## config.mk

```make
export PLATFORM = sky130hd
export DESIGN_NAME = llrd_ram
export DESIGN_NICKNAME = d
export VERILOG_FILES = /design/src/hw/rtl/laser_line_row_detector_macros.svh /design/src/hw/rtl/llrd_ram.sv
export SDC_FILE = /design/constraint.sdc
export NUM_CORES = 1
export LEC_CHECK = 0
export ABC_AREA = 1
export BUFFER_PORTS_ARGS = -buffer_cell sky130_fd_sc_hd__buf_2
export CORE_MARGIN = 5
export CORE_UTILIZATION = 45
export DETAILED_ROUTE_END_ITERATION = 10
export HOLD_SLACK_MARGIN = 0.03
export PLACE_DENSITY = 0.67
export SLEW_MARGIN = 10
export SYNTH_ARGS = -nofsm -noshare
export SYNTH_HDL_FRONTEND = slang
export SYNTH_SLANG_ARGS = --single-unit
```

## constraint.sdc

```tcl
create_clock -name i_clk -period 2.1 [get_ports i_clk]
set_input_delay 0.315 -clock i_clk [delete_from_list [all_inputs] [get_ports i_clk]]
set_output_delay 0.315 -clock i_clk [all_outputs]
set_load 0.01 [all_outputs]
```

## src/hw/rtl/laser_line_row_detector_macros.svh

```systemverilog
// ----------------------------------------------------------------------------
// Laser line row detector assertion macros
// Shared concurrent assertion forms used by the RTL of the row detector.
// ----------------------------------------------------------------------------
`ifndef LASER_LINE_ROW_DETECTOR_MACROS_SVH
`define LASER_LINE_ROW_DETECTOR_MACROS_SVH

// Same-cycle implication, checked outside reset.
`define LLRD_ASSERT_IMPL(lbl, clk, rst_n, ante, cons, msg) \
    lbl: assert property (@(posedge clk) disable iff (!rst_n) (ante) |-> (cons)) \
        else $error(msg);

// Next-cycle implication, checked outside reset.
`define LLRD_ASSERT_NEXT(lbl, clk, rst_n, ante, cons, msg) \
    lbl: assert property (@(posedge clk) disable iff (!rst_n) (ante) |=> (cons)) \
        else $error(msg);

`endif

```

## src/hw/rtl/llrd_ram.sv

```systemverilog
// ----------------------------------------------------------------------------
// Generic simple dual-port RAM
// One write port and one read port with registered read data.
// ----------------------------------------------------------------------------
module llrd_ram #(
    parameter int WIDTH = 8,
    parameter int DEPTH = 16
) (
    input  logic                     i_clk,
    input  logic                     i_we,
    input  logic [$clog2(DEPTH)-1:0] i_waddr,
    input  logic [WIDTH-1:0]         i_wdata,
    input  logic [$clog2(DEPTH)-1:0] i_raddr,
    output logic [WIDTH-1:0]         o_rdata
);
    logic [WIDTH-1:0] r_mem [DEPTH];
    logic [WIDTH-1:0] r_rdata;

    // Write port and registered read port.
    always_ff @(posedge i_clk) begin
        if (i_we) begin
            r_mem[i_waddr] <= i_wdata;
        end
        r_rdata <= r_mem[i_raddr];
    end

    assign o_rdata = r_rdata;
endmodule

```

==> flow_summary.json, run 1 <==
{
  "setup_violations": 0,
  "cts_root_buffer": "clkbuf_16",
  "slew_viol_final": 0,
  "switching_share_pct": 21.1,
  "ctsHoldBuffers": 0,
  "syn_inst": 551,
  "layout-drive-gt1-share_pct": 12.6,
  "worstMarginPinSlew_ns": 0.760,
  "worstSetupEndpointType": "output pin",
  "p_clk_share_pct": 47.1,
  "dr_wl_met3_um": 882,
  "yosys-top-cells-area": "edfxtp_1, nand2_1, nand3_1, inv_1, dfxtp_1",
  "core-area_sq_um": 12600,
  "fin_crit_ns": 1.28,
  "clock_latency_ns": 0.42,
  "grt_first_pass_wirelength_um": 20300,
  "vias": 3821,
  "cap_violations": 0,
  "grt_overflow": 0,
  "port_buffers": 25,
  "rr_endpoint": "o_rdata[7]$_DFF_P_",
  "drtAntennaViolNets": 0,
  "numCtsBuffers": 17,
  "finalHoldWorstSlack_ns": 0.287,
  "cp_max_fo": 1,
  "cp-endpoint": "o_rdata[7]",
  "powerDensity_nw_per_um2": 967,
  "grt.total_usage_pct": 18.3,
  "instances_no_fill": 774,
  "syn-num-nets": 569,
  "startpoint_type": "flop",
  "crit_chain": "buf_2",
  "wl_met1_um": 5460,
  "synth_area_sq_um": 5770,
  "place_inst": 742,
  "finalHoldViolCount": 0,
  "grt_pass1_vias": 3688,
  "rr_worst_depth": 6,
  "switchingPower_mw": 1.36,
  "clk_path_buf_depth": 2,
  "r2r_start": "r_mem[8][7]$_DFFE_PP_",
  "p_leak_nw": 2.90,
  "num_io_pins": 26,
  "n_antenna_cell": 0,
  "crit_required_ns": 1.78,
  "dpl_cell_area_sq_um": 6080,
  "worstSetupPathDepth": 1,
  "critical-path-slowest-cell": "dfxtp_1",
  "yosysUniqueCellTypes": 12,
  "vias_per_cell": 4.94,
  "max_stage_delay_ns": 0.39,
  "wl_per_cell_um": 16.7,
  "rsz0062_at_grt": "no",
  "drc_errors": 0,
  "startpoint": "o_rdata[7]$_DFF_P_",
  "grt_max_degree": 39,
  "final_net_count": 607,
  "max_freq_mhz": 778,
  "final.setup.tns_ns": 0,
  "dr.pass1.iters": 5,
  "pwr-share-comb_pct": 5.7,
  "stdcell_area_sq_um": 6690,
  "path_buf_inv": 1,
  "crit_type": "flop to output pin",
  "htree_levels": 4,
  "postCtsSetupBuffers": 0,
  "internal_power_mw": 5.10,
  "relSlewSlack_pct": 49.2,
  "met2_wirelength_um": 6170,
  "initial_utilization_pct": 45.9,
  "synth_top_area_share_pct": 66.7,
  "core.rowCount": 41,
  "worst_ep_arrival_time_ns": 0.97,
  "synth.avg_cell_area_sq_um": 10.5,
  "fp.dieW_um": 123,
  "hold_path.class": "primary input to flop",
  "cts.repair.resized": 0,
  "outcome": "finished clean",
  "final_util_pct": 53.2,
  "crit_family": "flip-flops",
  "drt_iter0_drc": 337,
  "rrSetupSlack_ns": 1.01,
  "ys_seq_area_share_pct": 69.4,
  "yosysWarnings": 0,
  "finalCritPeriodShare_pct": 61.2,
  "clkSlewWorstSetupHoldPaths_ns": 0.06,
  "dp_hpwl_um": 7820,
  "cts_tree": "built",
  "pwr-share-seq_pct": 47.3,
  "area_growth_syn_to_layout_pct": 15.9,
  "finClkSkew_ns": 0.00560,
  "ys_ff_latch": 136,
  "globalplace.congestion": 0.829,
  "vdd_drop_max_mv": 0.480,
  "routed.top_layer": "met4",
  "fp.dieArea_sq_um": 15200,
  "drt_wl_total_um": 12900,
  "clock-sinks": 136,
  "antenna_found_initial": 0,
  "die_y_um": 123,
  "yosysTopAreaCell": "edfxtp_1"
}
[tightest hold or removal path, stage by stage]
cell     delay, ns
buf_2         0.17
nand3_1       0.12
nand2_1       0.05
[cells in the mapped netlist]
library cell and count:
inv_1 100, inv_2 2, nand2_1 173, edfxtp_1 128, buf_1 1, nand3_1 97
nor2_1 17, nand3b_1 2, buf_2 13, dfxtp_1 8, buf_4 4, buf_6 6
[placed cells by master, fill, tap and decap left out]
cell type,netlist,final
clkinvlp_4,0,4
nand3_1,97,97
nand2_1,173,173
buf_4,4,18
bufinv_16,0,4
nor2_1,17,17
inv_2,2,2
buf_2,13,25
nand3b_1,2,2
clkbuf_16,0,17
clkinv_1,0,1
clkinv_2,0,6
edfxtp_1,128,128
dfxtp_1,8,8
inv_1,100,100
[through the flow]
step	worst slack (ns)	power, mW
finish	0.815	6.47
global route	0.802	6.67
CTS	0.805	6.49
detailed placement	0.519	3.48
global placement	0.536	3.47
floorplan	0.834	3.33
[registers in the layout, indices dropped and copies added (netlist names)]
name / cells
o_rdata: 8
r_mem: 128
[worst min-delay path by stage]
stage	start	to	depth (start not counted)
final	i_raddr[3]	o_rdata[4]$_DFF_P_	3
after global routing	i_raddr[3]	o_rdata[5]$_DFF_P_	3
after CTS	i_raddr[3]	o_rdata[4]$_DFF_P_	3
after detailed placement	r_mem[14][4]$_DFFE_PP_	o_rdata[4]$_DFF_P_	6
after global placement	r_mem[0][3]$_DFFE_PP_	o_rdata[3]$_DFF_P_	6
after floorplan	i_wdata[0]	r_mem[0][0]$_DFFE_PP_	0
[final cells by class]
cell class / count / area [sq um]
fill: 1050 / 5880
clock buffer: 17 / 425
multi-input combinational: 289 / 1210
timing repair buffer: 43 / 260
clock inverter: 15 / 184
tap: 172 / 215
sequential: 136 / 4000
inverter: 102 / 383
[layer usage]
layer | vias up | track usage [%]
met4 | 0 | 8.86
li1 | 1854 | -
met2 | 147 | 28.1
met5 | - | 0
met3 | 22 | 5.03
met1 | 1798 | 24.3
[power groups by stage]
stage	logic, mW	registers (mW)	clock network (mW)
after floorplan	0.214	3.11	0
after global placement	0.355	3.11	0
after detailed placement	0.363	3.11	0
after CTS	0.366	3.06	3.07
after global routing	0.408	3.06	3.20
final	0.366	3.06	3.04
[cells by family (layout without fill, tap and decap cells)]
| kind of cell | after synthesis | in the layout | share of synthesized area, % |
|---|---|---|---|
| buffers and inverters | 126 | 177 | 9.52 |
| DFF | 136 | 136 | 69.4 |
| and+or+nand+nor | 289 | 289 | 21.0 |
Note: power is estimated with default switching activity, not from simulation.
==> inputs of run 2 (changes only) <==
- ABC_AREA: 1 -> 0
- PLACE_DENSITY: 0.67 -> 0.7
- clock period: 2.1 -> 1.1 ns (I/O delays scaled with it)
==> run 2 against run 1 <==
Compared with the run above: the run now ends with setup timing left; clock power grew 70%; clock skew grew 0.00055 ns; sequential share of layout area grew 2.1 points.
==> flow_summary.json, run 2 <==
{
  "outcome": "finished, violations left",
  "violations": "setup timing",
  "vias_per_cell": 5.53,
  "min_to": "r_mem[3][5]$_DFFE_PP_",
  "yosysMostFrequentCell": "edfxtp_1",
  "area_growth_syn_to_layout_pct": 25.5,
  "syn_inst": 229,
  "grt_first_pass_wirelength_um": 15800,
  "clock-sinks": 136,
  "cts_root_buffer": "clkbuf_16",
  "p_leak_nw": 2.17,
  "synth_area_sq_um": 5150,
  "wl_per_cell_um": 22.5,
  "fin_crit_ns": 1.26,
  "vdd_drop_max_mv": 1.06,
  "grt_pass1_vias": 2631,
  "hold_depth": 1,
  "clk_path_buf_depth": 2,
  "rr_endpoint": "o_rdata[5]$_DFF_P_",
  "grt.total_usage_pct": 16.4,
  "htree_levels": 4,
  "powerDensity_nw_per_um2": 1810,
  "dpl_cell_area_sq_um": 5860,
  "fp.dieW_um": 117,
  "cap_violations": 0,
  "fp.dieArea_sq_um": 13700,
  "syn-num-nets": 247,
  "crit_type": "flop to flop",
  "relSlewSlack_pct": 34.9,
  "synth_top_area_share_pct": 74.7,
  "dp_hpwl_um": 6750,
  "yosysWarnings": 0,
  "r2r_start": "r_mem[3][5]$_DFFE_PP_",
  "critical-path-slowest-cell": "mux4_2",
  "final_common_cell": "edfxtp_1",
  "startpoint_type": "flop",
  "hp-start": "i_wdata[5]",
  "hold_path.class": "primary input to flop",
  "slew_viol_final": 0,
  "finalCritPeriodShare_pct": 115,
  "die_y_um": 117,
  "drt_iter0_drc": 244,
  "stdcell_area_sq_um": 6460,
  "worstMarginPinSlew_ns": 0.974,
  "worstSetupEndpointType": "flop",
  "final.setup.worst_slack_ns": -0.163,
  "final_cell_mix": "edfxtp_1, mux4_2, buf_2, buf_4, clkbuf_16",
  "num_io_pins": 26,
  "cts_tree": "built",
  "synth_commonest_cells": "edfxtp_1, mux4_2, a22oi_1",
  "final_net_count": 320,
  "finClkSkew_ns": 0.00616,
  "ctsHoldBuffers": 0,
  "rsz0062_at_grt": "yes",
  "max_stage_delay_ns": 0.49,
  "yosysTopAreaCell": "edfxtp_1",
  "crit_required_ns": 1.38,
  "clock_latency_ns": 0.40,
  "crit_family": "multiplexers",
  "postCtsSetupBuffers": 0,
  "drc_errors": 0,
  "rrSetupSlack_ns": -0.16,
  "preCtsSetupSlack_ns": -0.438,
  "dr.pass1.iters": 4,
  "final_util_pct": 57.1,
  "setup_violations": 8,
  "largest-register": "r_mem",
  "numCtsBuffers": 17,
  "n_antenna_cell": 0,
  "layout-drive-gt1-share_pct": 47.0,
  "core-area_sq_um": 11300,
  "async_reset_ff_share_pct": 0,
  "clkSlewWorstSetupHoldPaths_ns": 0.06,
  "globalplace.congestion": 0.734,
  "crit_chain": "mux4_2 > a22oi_2 > nand2_1",
  "vias": 2531,
  "grt_max_degree": 17,
  "synth.avg_cell_area_sq_um": 22.5,
  "ys_ff_latch": 136,
  "yosys-top-cells-area": "edfxtp_1, mux4_2, mux4_1, dfxtp_1, a22oi_1",
  "cp_max_fo": 1,
  "path_buf_inv": 0,
  "worst_ep_arrival_time_ns": 1.55,
  "core.rowCount": 39,
  "largest_reg_flops": 128,
  "finalHoldViolCount": 0,
  "max_freq_mhz": 792,
  "antenna_found_initial": 0,
  "port_buffers": 25,
  "synth-edff-count": 128,
  "rr_worst_depth": 3,
  "grt_overflow": 0,
  "drtAntennaViolNets": 0,
  "ys_seq_area_share_pct": 77.8,
  "yosysUniqueCellTypes": 19,
  "synth_ff_type": "edfxtp_1",
  "initial_utilization_pct": 45.5,
  "finalHoldWorstSlack_ns": 0.149,
  "drt_wl_total_um": 10300
}
[run 2: per-layer routing]
metal  GRT usage [%]  wire (um)  vias to the layer above
li1                -          -                     1110
met1            22.4       4250                     1307
met2            25.7       5190                      106
met3            3.65        762                        8
met4            7.03        114                        0
met5               0          0                        -
[run 2: area by class of cell]
type	count	area, sq um
Fill cell	830	4860
Sequential cell	136	4000
Multi-Input combinational cell	83	1120
Timing Repair Buffer	64	606
Clock buffer	20	447
Tap cell	143	179
Clock inverter	12	105
[run 2: worst max-delay path by stage]
stage	startpoint	to	slack [ns]	depth (start not counted)
after floorplan	i_waddr[2]	r_mem[0][0]$_DFFE_PP_	-0.17	2
after global placement	i_raddr[0]	o_rdata[0]$_DFF_P_	-0.42	5
after detailed placement	i_raddr[0]	o_rdata[0]$_DFF_P_	-0.44	6
after CTS	r_mem[11][6]$_DFFE_PP_	o_rdata[6]$_DFF_P_	-0.17	3
after global routing	r_mem[3][5]$_DFFE_PP_	o_rdata[5]$_DFF_P_	-0.22	3
final	r_mem[3][5]$_DFFE_PP_	o_rdata[5]$_DFF_P_	-0.16	3
[run 2: power by group]
part | switching, mW | internal [mW]
clock | 2.01 | 3.16
combinational | 0.362 | 0.329
sequential | 0.0366 | 5.80
[run 2: kinds of logic after synthesis]
logic type,Yosys count,share of synthesized area [%]
compound gates,16,2.33
simple gates,35,3.18
buf+inv,10,1.68
flops,136,77.8
mux,32,15.0
[run 2: metrics by stage]
stage | TNS, ns | power (mW) | cells
5_1_grt | -1.47 | 12.0 | 458
2_1_floorplan | -5.03 | 6.27 | 229
6_report | -1.11 | 11.7 | 458
3_3_place_gp | -26.61 | 6.59 | 426
4_1_cts | -1.13 | 11.8 | 458
3_5_place_dp | -28.45 | 6.61 | 426
[run 2: timing repair]
| action | 4_1_cts | 5_1_grt |
|---|---|---|
| setup endpoints to repair | 8 | 8 |
| pin swaps | 2 | 2 |
| gates resized for setup | 8 | 3 |
